===== src/tks_pkg.sv =====
// Package for the top-k score table: widths, command codes, microcode types.
// No dependencies; other src files but assert_macros.svh use its scoped names.
`timescale 1ns / 1ps

package tks_pkg;

    localparam int TABLE_ENTRIES = 10;
    localparam int NAME_BYTES    = 6;
    localparam int SLOTS         = TABLE_ENTRIES + 1;
    localparam int SLOT_W        = $clog2(SLOTS);

    localparam int CMD_W   = 2;
    localparam int IDX_W   = 4;
    localparam int SCORE_W = 32;
    localparam int NAME_W  = 48;
    localparam int RANK_W  = 7;
    localparam int POS_W   = 4;

    localparam logic [CMD_W-1:0] CMD_LOAD   = 2'd0;
    localparam logic [CMD_W-1:0] CMD_SUBMIT = 2'd1;
    localparam logic [CMD_W-1:0] CMD_READ   = 2'd2;

    typedef logic [SLOT_W-1:0] slot_t;

    typedef struct packed {
        logic signed [SCORE_W-1:0] score;
        logic [NAME_W-1:0]         name;
        logic [RANK_W-1:0]         rank;
    } entry_t;

    // Program steps of the sequencer.
    typedef enum logic [3:0] {
        S_IDLE,
        S_DECODE,
        S_LOAD,
        S_READ,
        S_READ_EMIT,
        S_SUB,
        S_OUTER,
        S_CUR,
        S_INNER,
        S_ENDI,
        S_EMIT0,
        S_ERD,
        S_EMIT
    } step_t;

    typedef enum logic [2:0] {A_IDX, A_I, A_I1, A_J, A_J1} addr_sel_t;
    typedef enum logic [2:0] {WR_NONE, WR_LOAD, WR_SCRATCH, WR_J, WR_I, WR_RANK} wr_sel_t;
    typedef enum logic [1:0] {I_HOLD, I_CLR, I_INC} i_op_t;
    typedef enum logic [1:0] {J_HOLD, J_FROM_I, J_INC} j_op_t;
    typedef enum logic [1:0] {EM_NONE, EM_READ, EM_SORT} emit_t;
    typedef enum logic [2:0] {C_ALWAYS, C_ACCEPT, C_DISPATCH, C_I_MORE, C_J_MORE} cond_t;

    // One microcode word.
    typedef struct packed {
        addr_sel_t addr;
        logic      rd;
        wr_sel_t   wr;
        i_op_t     i_op;
        j_op_t     j_op;
        logic      cur_ld;
        logic      swap;
        emit_t     emit;
        cond_t     cond;
        step_t     nxt_t;
        step_t     nxt_f;
    } uword_t;

    typedef struct packed {
        uword_t uw;
        logic   go;
        logic   take;
    } dp_ctrl_t;

    typedef struct packed {
        logic [CMD_W-1:0] cmd;
        logic             idx_ok;
        logic             i_last;
        logic             j_last;
        logic             out_free;
    } dp_stat_t;

    // Keep bytes up to the first zero byte, clear the rest.
    function automatic logic [NAME_W-1:0] norm_name(input logic [NAME_W-1:0] v);
        logic [NAME_W-1:0] r;
        logic              live;
        r    = '0;
        live = 1'b1;
        for (int b = 0; b < NAME_BYTES && b < NAME_W / 8; b++)
        begin
            if (v[8*b +: 8] == 8'd0)
            begin
                live = 1'b0;
            end
            if (live)
            begin
                r[8*b +: 8] = v[8*b +: 8];
            end
        end
        return r;
    endfunction

endpackage


===== src/tks_in_if.sv =====
// Command channel of the top-k score table: valid/ready plus command payload.
// Depends on tks_pkg for field widths.
`timescale 1ns / 1ps

interface tks_in_if;
    logic                                valid;
    logic                                ready;
    logic [tks_pkg::CMD_W-1:0]           command;
    logic [tks_pkg::IDX_W-1:0]           index;
    logic signed [tks_pkg::SCORE_W-1:0]  score_in;
    logic [tks_pkg::NAME_W-1:0]          name_in;
    logic [tks_pkg::RANK_W-1:0]          rank_in;

    modport source (output valid, command, index, score_in, name_in, rank_in, input ready);
    modport sink   (input valid, command, index, score_in, name_in, rank_in, output ready);
endinterface


===== src/tks_out_if.sv =====
// Result channel of the top-k score table: valid/ready plus one table entry.
// Depends on tks_pkg for field widths.
`timescale 1ns / 1ps

interface tks_out_if;
    logic                                valid;
    logic                                ready;
    logic [tks_pkg::POS_W-1:0]           position;
    logic signed [tks_pkg::SCORE_W-1:0]  score_out;
    logic [tks_pkg::RANK_W-1:0]          rank_out;
    logic [tks_pkg::NAME_W-1:0]          name_out;
    logic                                last;

    modport source (output valid, position, score_out, rank_out, name_out, last, input ready);
    modport sink   (input valid, position, score_out, rank_out, name_out, last, output ready);
endinterface


===== src/tks_seq.sv =====
// Microcode sequencer: step register, control store and jump logic.
// Depends on tks_pkg for the step, control word and status types.
`timescale 1ns / 1ps

module tks_seq (
    input  logic              clk,
    input  logic              rst_n,
    input  logic              req_valid,
    output logic              req_ready,
    input  tks_pkg::dp_stat_t stat,
    output tks_pkg::dp_ctrl_t ctrl
);

    tks_pkg::step_t  step_reg;
    tks_pkg::step_t  step_next;
    tks_pkg::uword_t uw;
    logic            go;
    logic            take;

    // Control store.
    function automatic tks_pkg::uword_t rom(input tks_pkg::step_t s);
        tks_pkg::uword_t w;
        w.addr   = tks_pkg::A_I;
        w.rd     = 1'b0;
        w.wr     = tks_pkg::WR_NONE;
        w.i_op   = tks_pkg::I_HOLD;
        w.j_op   = tks_pkg::J_HOLD;
        w.cur_ld = 1'b0;
        w.swap   = 1'b0;
        w.emit   = tks_pkg::EM_NONE;
        w.cond   = tks_pkg::C_ALWAYS;
        w.nxt_t  = tks_pkg::S_IDLE;
        w.nxt_f  = tks_pkg::S_IDLE;
        unique case (s)
            tks_pkg::S_IDLE:
            begin
                w.cond  = tks_pkg::C_ACCEPT;
                w.nxt_t = tks_pkg::S_DECODE;
            end
            tks_pkg::S_DECODE:
            begin
                w.cond = tks_pkg::C_DISPATCH;
            end
            tks_pkg::S_LOAD:
            begin
                w.wr = tks_pkg::WR_LOAD;
            end
            tks_pkg::S_READ:
            begin
                w.addr  = tks_pkg::A_IDX;
                w.rd    = 1'b1;
                w.nxt_t = tks_pkg::S_READ_EMIT;
            end
            tks_pkg::S_READ_EMIT:
            begin
                w.emit = tks_pkg::EM_READ;
            end
            tks_pkg::S_SUB:
            begin
                w.wr    = tks_pkg::WR_SCRATCH;
                w.i_op  = tks_pkg::I_CLR;
                w.nxt_t = tks_pkg::S_OUTER;
            end
            tks_pkg::S_OUTER:
            begin
                w.addr  = tks_pkg::A_I;
                w.rd    = 1'b1;
                w.j_op  = tks_pkg::J_FROM_I;
                w.nxt_t = tks_pkg::S_CUR;
            end
            tks_pkg::S_CUR:
            begin
                w.cur_ld = 1'b1;
                w.addr   = tks_pkg::A_J;
                w.rd     = 1'b1;
                w.nxt_t  = tks_pkg::S_INNER;
            end
            tks_pkg::S_INNER:
            begin
                w.swap  = 1'b1;
                w.wr    = tks_pkg::WR_J;
                w.addr  = tks_pkg::A_J1;
                w.rd    = 1'b1;
                w.j_op  = tks_pkg::J_INC;
                w.cond  = tks_pkg::C_J_MORE;
                w.nxt_t = tks_pkg::S_INNER;
                w.nxt_f = tks_pkg::S_ENDI;
            end
            tks_pkg::S_ENDI:
            begin
                w.wr    = tks_pkg::WR_I;
                w.i_op  = tks_pkg::I_INC;
                w.cond  = tks_pkg::C_I_MORE;
                w.nxt_t = tks_pkg::S_OUTER;
                w.nxt_f = tks_pkg::S_EMIT0;
            end
            tks_pkg::S_EMIT0:
            begin
                w.i_op  = tks_pkg::I_CLR;
                w.nxt_t = tks_pkg::S_ERD;
            end
            tks_pkg::S_ERD:
            begin
                w.addr  = tks_pkg::A_I;
                w.rd    = 1'b1;
                w.nxt_t = tks_pkg::S_EMIT;
            end
            tks_pkg::S_EMIT:
            begin
                w.emit  = tks_pkg::EM_SORT;
                w.wr    = tks_pkg::WR_RANK;
                w.addr  = tks_pkg::A_I1;
                w.rd    = 1'b1;
                w.i_op  = tks_pkg::I_INC;
                w.cond  = tks_pkg::C_I_MORE;
                w.nxt_t = tks_pkg::S_EMIT;
                w.nxt_f = tks_pkg::S_IDLE;
            end
            default:
            begin
            end
        endcase
        return w;
    endfunction

    always_ff @(posedge clk or negedge rst_n)
    begin
        if (!rst_n)
        begin
            step_reg <= tks_pkg::S_IDLE;
        end
        else
        begin
            step_reg <= step_next;
        end
    end

    always_comb
    begin
        uw        = rom(step_reg);
        req_ready = (step_reg == tks_pkg::S_IDLE);
        take      = req_ready && req_valid;
        // hold the step while an emit waits for the output register
        go        = (uw.emit == tks_pkg::EM_NONE) || stat.out_free;
        step_next = step_reg;
        if (go)
        begin
            unique case (uw.cond)
                tks_pkg::C_ALWAYS:   step_next = uw.nxt_t;
                tks_pkg::C_ACCEPT:   step_next = take ? uw.nxt_t : uw.nxt_f;
                tks_pkg::C_I_MORE:   step_next = !stat.i_last ? uw.nxt_t : uw.nxt_f;
                tks_pkg::C_J_MORE:   step_next = !stat.j_last ? uw.nxt_t : uw.nxt_f;
                tks_pkg::C_DISPATCH:
                begin
                    unique case (stat.cmd)
                        tks_pkg::CMD_LOAD:
                            step_next = stat.idx_ok ? tks_pkg::S_LOAD : tks_pkg::S_IDLE;
                        tks_pkg::CMD_SUBMIT:
                            step_next = tks_pkg::S_SUB;
                        tks_pkg::CMD_READ:
                            step_next = stat.idx_ok ? tks_pkg::S_READ : tks_pkg::S_IDLE;
                        default:
                            step_next = tks_pkg::S_IDLE;
                    endcase
                end
                default:             step_next = tks_pkg::S_IDLE;
            endcase
        end
        ctrl.uw   = uw;
        ctrl.go   = go;
        ctrl.take = take;
    end

endmodule


===== src/tks_dp.sv =====
// Datapath: slot memory, pass counters, carried entry, rank logic, output register.
// Depends on tks_pkg; driven by the control word from tks_seq.
`timescale 1ns / 1ps

module tks_dp (
    input  logic                               clk,
    input  logic                               rst_n,
    input  tks_pkg::dp_ctrl_t                  ctrl,
    input  logic [tks_pkg::CMD_W-1:0]          command,
    input  logic [tks_pkg::IDX_W-1:0]          index,
    input  logic signed [tks_pkg::SCORE_W-1:0] score_in,
    input  logic [tks_pkg::NAME_W-1:0]         name_in,
    input  logic [tks_pkg::RANK_W-1:0]         rank_in,
    input  logic                               out_ready,
    output tks_pkg::dp_stat_t                  stat,
    output logic                               out_valid,
    output logic [tks_pkg::POS_W-1:0]          position,
    output logic signed [tks_pkg::SCORE_W-1:0] score_out,
    output logic [tks_pkg::RANK_W-1:0]         rank_out,
    output logic [tks_pkg::NAME_W-1:0]         name_out,
    output logic                               last
);

    localparam int SW = tks_pkg::SLOT_W;
    localparam int RW = tks_pkg::RANK_W;
    localparam int PW = tks_pkg::POS_W;

    // latched command
    logic [tks_pkg::CMD_W-1:0]          cmd_reg;
    logic [tks_pkg::IDX_W-1:0]          idx_reg;
    logic signed [tks_pkg::SCORE_W-1:0] score_reg;
    logic [tks_pkg::NAME_W-1:0]         name_reg;
    logic [RW-1:0]                      rank_reg;

    tks_pkg::slot_t  i_reg;
    tks_pkg::slot_t  j_reg;
    tks_pkg::entry_t cur_reg;

    tks_pkg::entry_t                    mem [tks_pkg::SLOTS];
    logic [tks_pkg::SLOTS-1:0]          vld_reg;
    tks_pkg::entry_t                    rd_reg;
    logic                               rvld_reg;
    tks_pkg::entry_t                    rd_ent;

    logic signed [tks_pkg::SCORE_W-1:0] prev_score_reg;
    logic [RW-1:0]                      prev_rank_reg;
    logic [RW-1:0]                      rank_calc;

    logic                               out_valid_reg;
    logic [PW-1:0]                      pos_reg;
    logic signed [tks_pkg::SCORE_W-1:0] oscore_reg;
    logic [RW-1:0]                      orank_reg;
    logic [tks_pkg::NAME_W-1:0]         oname_reg;
    logic                               olast_reg;

    tks_pkg::slot_t  rd_addr;
    logic            rd_en;
    tks_pkg::slot_t  wr_addr;
    tks_pkg::entry_t wr_data;
    logic            wr_en;
    logic            swap_hit;
    logic            out_free;
    logic            i_last;
    logic            emit_go;

    assign rd_ent   = rvld_reg ? rd_reg : '0;
    assign swap_hit = $signed(cur_reg.score) <= $signed(rd_ent.score);
    assign i_last   = (i_reg == SW'(tks_pkg::TABLE_ENTRIES - 1));
    assign out_free = !out_valid_reg || out_ready;
    assign emit_go  = ctrl.go && (ctrl.uw.emit != tks_pkg::EM_NONE);

    assign stat.cmd      = cmd_reg;
    assign stat.idx_ok   = (idx_reg < tks_pkg::IDX_W'(tks_pkg::TABLE_ENTRIES));
    assign stat.i_last   = i_last;
    assign stat.j_last   = (j_reg == SW'(tks_pkg::SLOTS - 1));
    assign stat.out_free = out_free;

    // competition rank over a descending table
    always_comb
    begin
        if (i_reg == '0)
        begin
            rank_calc = RW'(1);
        end
        else if (rd_ent.score == prev_score_reg)
        begin
            rank_calc = prev_rank_reg;
        end
        else
        begin
            rank_calc = RW'(i_reg) + RW'(1);
        end
    end

    always_comb
    begin
        unique case (ctrl.uw.addr)
            tks_pkg::A_IDX: rd_addr = SW'(idx_reg);
            tks_pkg::A_I:   rd_addr = i_reg;
            tks_pkg::A_I1:  rd_addr = i_reg + SW'(1);
            tks_pkg::A_J:   rd_addr = j_reg;
            tks_pkg::A_J1:  rd_addr = j_reg + SW'(1);
            default:        rd_addr = i_reg;
        endcase
        // drop reads past the scratch slot
        rd_en = ctrl.go && ctrl.uw.rd && (int'(rd_addr) < tks_pkg::SLOTS);
    end

    always_comb
    begin
        wr_addr = i_reg;
        wr_data = cur_reg;
        wr_en   = 1'b0;
        unique case (ctrl.uw.wr)
            tks_pkg::WR_NONE:
            begin
                wr_en = 1'b0;
            end
            tks_pkg::WR_LOAD:
            begin
                wr_addr = SW'(idx_reg);
                wr_data = '{score: score_reg, name: name_reg, rank: rank_reg};
                wr_en   = 1'b1;
            end
            tks_pkg::WR_SCRATCH:
            begin
                wr_addr = SW'(tks_pkg::SLOTS - 1);
                wr_data = '{score: score_reg, name: name_reg, rank: '0};
                wr_en   = 1'b1;
            end
            tks_pkg::WR_J:
            begin
                wr_addr = j_reg;
                wr_data = cur_reg;
                wr_en   = swap_hit;
            end
            tks_pkg::WR_I:
            begin
                wr_addr = i_reg;
                wr_data = cur_reg;
                wr_en   = 1'b1;
            end
            tks_pkg::WR_RANK:
            begin
                wr_addr = i_reg;
                wr_data = '{score: rd_ent.score, name: rd_ent.name, rank: rank_calc};
                wr_en   = 1'b1;
            end
            default:
            begin
                wr_en = 1'b0;
            end
        endcase
        wr_en = wr_en && ctrl.go;
    end

    // slot memory
    always_ff @(posedge clk)
    begin
        if (wr_en)
        begin
            mem[wr_addr] <= wr_data;
        end
        if (rd_en)
        begin
            rd_reg <= mem[rd_addr];
        end
    end

    always_ff @(posedge clk or negedge rst_n)
    begin
        if (!rst_n)
        begin
            vld_reg  <= '0;
            rvld_reg <= 1'b0;
        end
        else
        begin
            if (wr_en)
            begin
                vld_reg[wr_addr] <= 1'b1;
            end
            if (rd_en)
            begin
                rvld_reg <= vld_reg[rd_addr];
            end
        end
    end

    // latch the command beat
    always_ff @(posedge clk)
    begin
        if (ctrl.take)
        begin
            cmd_reg   <= command;
            idx_reg   <= index;
            score_reg <= score_in;
            name_reg  <= tks_pkg::norm_name(name_in);
            rank_reg  <= rank_in;
        end
    end

    always_ff @(posedge clk or negedge rst_n)
    begin
        if (!rst_n)
        begin
            i_reg <= '0;
            j_reg <= '0;
        end
        else if (ctrl.go)
        begin
            unique case (ctrl.uw.i_op)
                tks_pkg::I_CLR:  i_reg <= '0;
                tks_pkg::I_INC:  i_reg <= i_reg + SW'(1);
                default:         i_reg <= i_reg;
            endcase
            unique case (ctrl.uw.j_op)
                tks_pkg::J_FROM_I: j_reg <= i_reg + SW'(1);
                tks_pkg::J_INC:    j_reg <= j_reg + SW'(1);
                default:           j_reg <= j_reg;
            endcase
        end
    end

    // carried entry of the exchange pass
    always_ff @(posedge clk)
    begin
        if (ctrl.go && (ctrl.uw.cur_ld || (ctrl.uw.swap && swap_hit)))
        begin
            cur_reg <= rd_ent;
        end
        if (emit_go && (ctrl.uw.emit == tks_pkg::EM_SORT))
        begin
            prev_score_reg <= rd_ent.score;
            prev_rank_reg  <= rank_calc;
        end
    end

    // output register
    always_ff @(posedge clk or negedge rst_n)
    begin
        if (!rst_n)
        begin
            out_valid_reg <= 1'b0;
        end
        else if (emit_go)
        begin
            out_valid_reg <= 1'b1;
        end
        else if (out_ready)
        begin
            out_valid_reg <= 1'b0;
        end
    end

    always_ff @(posedge clk)
    begin
        if (emit_go)
        begin
            oscore_reg <= rd_ent.score;
            oname_reg  <= rd_ent.name;
            if (ctrl.uw.emit == tks_pkg::EM_READ)
            begin
                pos_reg   <= PW'(idx_reg);
                orank_reg <= rd_ent.rank;
                olast_reg <= 1'b1;
            end
            else
            begin
                pos_reg   <= PW'(i_reg);
                orank_reg <= rank_calc;
                olast_reg <= i_last;
            end
        end
    end

    assign out_valid = out_valid_reg;
    assign position  = pos_reg;
    assign score_out = oscore_reg;
    assign rank_out  = orank_reg;
    assign name_out  = oname_reg;
    assign last      = olast_reg;

endmodule


===== src/top_k_score_table.sv =====
// Top level of the top-k score table: sequencer plus datapath on two channels.
// Depends on tks_pkg, tks_in_if, tks_out_if, tks_seq and tks_dp.
`timescale 1ns / 1ps
//
//  channel  dir  beat contents
//  -------  ---  ------------------------------------------------------------
//  req      in   command, index, score_in, name_in, rank_in
//  rsp      out  position, score_out, rank_out, name_out, last
//
//  One command at a time. After decode a load writes its slot and a read
//  fetches its slot into the output register. A submit makes exchange passes,
//  one compare-swap per cycle through the slot memory (a read and a write
//  port), then one result per cycle while rsp is ready, rank written back.
//  Reset clears the per-slot valid bits, so every slot reads as zero at once.
//  A stalled rsp holds the sequencer on its emit step; req is taken again as
//  soon as the last result sits in the output register.

module top_k_score_table (
    input  logic      clk,
    input  logic      rst_n,
    tks_in_if.sink    req,
    tks_out_if.source rsp
);

    tks_pkg::dp_ctrl_t ctrl;
    tks_pkg::dp_stat_t stat;

    // step register and control store
    tks_seq u_seq (
        .clk       (clk),
        .rst_n     (rst_n),
        .req_valid (req.valid),
        .req_ready (req.ready),
        .stat      (stat),
        .ctrl      (ctrl)
    );

    // slot memory, counters, compare, rank and output register
    tks_dp u_dp (
        .clk       (clk),
        .rst_n     (rst_n),
        .ctrl      (ctrl),
        .command   (req.command),
        .index     (req.index),
        .score_in  (req.score_in),
        .name_in   (req.name_in),
        .rank_in   (req.rank_in),
        .out_ready (rsp.ready),
        .stat      (stat),
        .out_valid (rsp.valid),
        .position  (rsp.position),
        .score_out (rsp.score_out),
        .rank_out  (rsp.rank_out),
        .name_out  (rsp.name_out),
        .last      (rsp.last)
    );

endmodule


===== src/flat_wrapper.sv =====
// flat-port wrapper written by rule: the top's interface ports become plain ports
module top_k_score_table_flat 
  (clk, rst_n, req_valid, req_command, req_index, req_score_in, req_name_in, req_rank_in, req_ready, rsp_valid, rsp_position, rsp_score_out, rsp_rank_out, rsp_name_out, rsp_last, rsp_ready);
  tks_in_if req_i ();
  tks_out_if rsp_i ();
  input  logic clk;
  input  logic rst_n;
  input wire logic [$bits(req_i.valid)-1:0] req_valid;
  input wire logic [$bits(req_i.command)-1:0] req_command;
  input wire logic [$bits(req_i.index)-1:0] req_index;
  input wire logic [$bits(req_i.score_in)-1:0] req_score_in;
  input wire logic [$bits(req_i.name_in)-1:0] req_name_in;
  input wire logic [$bits(req_i.rank_in)-1:0] req_rank_in;
  output wire logic [$bits(req_i.ready)-1:0] req_ready;
  output wire logic [$bits(rsp_i.valid)-1:0] rsp_valid;
  output wire logic [$bits(rsp_i.position)-1:0] rsp_position;
  output wire logic [$bits(rsp_i.score_out)-1:0] rsp_score_out;
  output wire logic [$bits(rsp_i.rank_out)-1:0] rsp_rank_out;
  output wire logic [$bits(rsp_i.name_out)-1:0] rsp_name_out;
  output wire logic [$bits(rsp_i.last)-1:0] rsp_last;
  input wire logic [$bits(rsp_i.ready)-1:0] rsp_ready;
  assign req_i.valid = req_valid;
  assign req_i.command = req_command;
  assign req_i.index = req_index;
  assign req_i.score_in = req_score_in;
  assign req_i.name_in = req_name_in;
  assign req_i.rank_in = req_rank_in;
  assign req_ready = req_i.ready;
  assign rsp_valid = rsp_i.valid;
  assign rsp_position = rsp_i.position;
  assign rsp_score_out = rsp_i.score_out;
  assign rsp_rank_out = rsp_i.rank_out;
  assign rsp_name_out = rsp_i.name_out;
  assign rsp_last = rsp_i.last;
  assign rsp_i.ready = rsp_ready;
  top_k_score_table u_core (.clk(clk), .rst_n(rst_n), .req(req_i), .rsp(rsp_i));
endmodule

===== config.mk =====
export PLATFORM = sky130hd
export DESIGN_NAME = top_k_score_table_flat
export DESIGN_NICKNAME = d
export VERILOG_FILES = /design/src/tks_pkg.sv /design/src/tks_in_if.sv /design/src/tks_out_if.sv /design/src/tks_seq.sv /design/src/tks_dp.sv /design/src/top_k_score_table.sv /design/src/flat_wrapper.sv
export SDC_FILE = /design/constraint.sdc
export NUM_CORES = 2
export LEC_CHECK = 0
export ABC_AREA = 1
export BUFFER_PORTS_ARGS = -buffer_cell sky130_fd_sc_hd__buf_2
export CAP_MARGIN = 15
export CELL_PAD_IN_SITES_DETAIL_PLACEMENT = 1
export CELL_PAD_IN_SITES_GLOBAL_PLACEMENT = 1
export CORE_UTILIZATION = 48
export CTS_BUF_LIST = sky130_fd_sc_hd__clkbuf_8
export CTS_CLUSTER_DIAMETER = 60
export CTS_CLUSTER_SIZE = 28
export DETAILED_ROUTE_END_ITERATION = 8
export PLACE_DENSITY = 0.86
export SLEW_MARGIN = 40
export SYNTH_ARGS = -nofsm -noshare
export SYNTH_HDL_FRONTEND = slang
export SYNTH_SLANG_ARGS = --single-unit

===== constraint.sdc =====
create_clock -name clk -period 5.8 [get_ports clk]
set_input_delay 0.29 -clock clk [delete_from_list [all_inputs] [get_ports clk]]
set_output_delay 0.29 -clock clk [all_outputs]
set_load 0.02 [all_outputs]

==> impl_metrics.env <==
export IMPL_drtAntennaViolNets=0
export IMPL_cts_sinks=1380
export IMPL_pwr_density_cell_nw_per_um2=468
export IMPL_maxCapViolCount=0
export IMPL_grt_remaining_overflow=0
export IMPL_num_rows=124
export IMPL_cp_end_kind="flop"
export IMPL_p_int_mw=17.2
export IMPL_synth_area_um2=55900
export IMPL_vias=37674
export IMPL_worst_slew_pin_slew_ps=1050
export IMPL_gp_congestion=0.858
export IMPL_clk_latency_ps=860
export IMPL_tritoncts="built"
export IMPL_drive_above_1_share_pct=10.2
export IMPL_switching_share_pct=40.7
export IMPL_final_setup_tns_ps=0
export IMPL_drt_pass1_iter_count=6
export IMPL_clock_path_buffers=3
export IMPL_synth_top_area_share_pct=72.8
export IMPL_htree_num_levels=3
export IMPL_gr_max_usage_layer="met2"
export IMPL_p_clk_share_pct=21.5
export IMPL_grt_pass1_wl_mm=252
export IMPL_synth_cell_types=41
export IMPL_rsz0062_at_grt="no"
export IMPL_slew_viol_final=0
export IMPL_finClkSkew_ps=58.8
export IMPL_hpwlAfterDp_mm=100
export IMPL_cts_repair_resize_count=0
export IMPL_design_core_area_um2=115000
export IMPL_routed_via_density=5.98
export IMPL_largest_register_ffs=957
export IMPL_layout_commonest_cell="edfxtp_1"
export IMPL_avgSynthCellArea_um2=12.5
export IMPL_nets=4834
export IMPL_grt_util_met2_pct=50.7
export IMPL_io_buffer_count=190
export IMPL_cp_max_fo=33
export IMPL_slew_headroom_pct=29.8
export IMPL_clockRootBuffer="clkbuf_8"
export IMPL_cp_start_kind="flop"
export IMPL_required_ps=6250
export IMPL_setup_viol=0
export IMPL_grt_pass1_vias=40111
export IMPL_timing_hold_violations_final=0
export IMPL_arrival_ps=5040
export IMPL_met1_usage_pct=36.0
export IMPL_num_io_pins=191
export IMPL_syn_inst=4486
export IMPL_grt_usage_pct=28.8
export IMPL_status="complete, no violations"
export IMPL_power_frac_seq_pct=45.3
export IMPL_grt_antenna_before_repair=9
export IMPL_grt_max_degree=191
export IMPL_route_detailed_drc=0
export IMPL_max_stage_delay_ps=690
export IMPL_wl_mm=173
export IMPL_path_buf_inv=2
export IMPL_synth_area_leaders="edfxtp_1, nand2_1, inv_1"
export IMPL_dieArea_um2=118000
export IMPL_crit_top_cell="nand2_1"
export IMPL_whs_ps=162
export IMPL_area_growth_pct=11.1
export IMPL_peakVddDrop_v=0.000439
export IMPL_gr_usage_met3_pct=4.14
export IMPL_switchingPower_mw=11.8
export IMPL_crit_chain="nand2_1 > ha_1 > nand2_1 > nor3_1 > and3_1 > nand4_1 > nand3_1 > nand2_1 > nand2_1 > nand3_1 > inv_4 > buf_4"
export IMPL_max_freq_mhz=218
export IMPL_cp_slowest_cell="dfrtp_4"
export IMPL_layout_common_cells="edfxtp_1, nand2_1, inv_1"
export IMPL_syn_nets=4622
export IMPL_synthFlopType="edfxtp_1"
export IMPL_critPathTopFamily="simple AND/OR/NAND/NOR gates"
export IMPL_async_flop_share_pct=1.81
export IMPL_numCtsBuffers=103
export IMPL_hp_class="in2reg"
export IMPL_wl_per_cell_um=27.4
export IMPL_min_period_ps=4590
export IMPL_drtIter0Drc=4288
export IMPL_combPwrFrac_pct=33.2
export IMPL_p_leak_nw=23.5
export IMPL_yosysWarnings=0
export IMPL_path_class="reg2reg"
export IMPL_yosys_register_bits=1380
export IMPL_clk_pin_slew_worst_paths_ps=140
export IMPL_die_h_um=343
export IMPL_min_period_over_period_pct=79.2
export IMPL_die_x_um=343
export IMPL_synth_edf_count=1355
export IMPL_seq_area_frac_synth_pct=73.9
export IMPL_synth_top_cell_by_area="edfxtp_1"
export IMPL_initial_utilization_pct=48.6
## kinds of logic after synthesis
group                      share of synthesized area, %
AOI/OAI and AO/OA                                  9.38
and+or+nand+nor                                    9.66
adders and majority gates                         0.873
buffers and inverters                              5.78
DFF                                                73.9
xor gates and xnor gates                          0.407
## per-stage QoR
step | instance area (um2) | instances | worst slack (ps) | util [%] | power, mW
floorplan | 55900 | 4486 | 678 | - | 19.1
global placement | 58400 | 6002 | 1330 | 50.8 | 21.8
detailed placement | 58400 | 6003 | 1210 | 50.8 | 22.6
CTS | 62000 | 6297 | 1210 | 54.0 | 28.7
global route | 62100 | 6302 | 882 | 54.0 | 30.2
finish | 62100 | 6302 | 1210 | 54.0 | 29.1
## timing repair
| item | in CTS | in global routing |
|---|---|---|
| endpoints found under the hold margin | 128 | 0 |
| setup buffers | 0 | 0 |
| hold buffers | 100 | 0 |
## final cells by class
cell class | instances | area [um2]
fill | 11550 | 52800
clock buffer | 105 | 1450
inverter | 560 | 2140
timing repair buffer | 348 | 2700
multi-input combinational | 2305 | 11400
tap | 1512 | 1890
antenna | 3 | 7.51
sequential | 1380 | 41300
clock inverter | 89 | 1170
## final timing paths
| path | slack (ps) | start | endpoint | depth (start not counted) |
|---|---|---|---|---|
| max in group asynchronous | 4160 | rst_n | u_core.u_dp.j_reg[2] | 4 |
| min in group asynchronous | 540 | rst_n | u_core.u_dp.vld_reg[10] | 3 |
| hold / removal | 160 | req_score_in[17] | u_core.u_dp.score_reg[17] | 2 |
| hold reg to reg | 480 | u_core.u_dp.vld_reg[0] | u_core.u_dp.vld_reg[0] | 2 |
| setup / recovery | 1210 | u_core.u_dp.rvld_reg | u_core.u_dp.mem[3][21] | 12 |
| setup reg to reg | 1210 | u_core.u_dp.rvld_reg | u_core.u_dp.mem[3][21] | 12 |
## power by group through the flow
stage	clock network, mW	registers (mW)	logic, mW
floorplan	0	13.4	5.72
global placement	0	13.3	8.46
detailed placement	0	13.4	9.21
CTS	6.20	13.1	9.39
global route	6.58	13.2	10.4
finish	6.24	13.2	9.66
## Yosys cell counts (8+ instances only)
cell type  instances
inv_2             12
o22ai_1           12
buf_1              9
o21ai_1          283
nor2_1           180
edfxtp_1        1355
buf_4             12
nor4_1             8
clkbuf_1          90
buf_2            127
nand3_1          312
o211ai_1          92
o21ai_0          270
ha_1              39
nand2_1          743
a21oi_1          200
a22oi_1           87
inv_1            547
nand4_1           18
dfrtp_1           25
nor3_1             8
xor2_1            19
## metal layers
metal,vias up,wire (um)
met5,-,0
met2,1953,88100
li1,16228,-
met4,0,5860
met1,19135,65600
met3,358,13100
## worst reg2reg max path, stage by stage, from the launching register on
cell and delay (ps):
dfrtp_4 690, nand2_1 200, ha_1 400, nand2_1 120, nor3_1 260, and3_1 260, nand4_1 170, nand3_1 290
nand2_1 170, nand2_1 380, nand3_1 230, inv_4 480, buf_4 580
(Power assumes the default switching activity.)
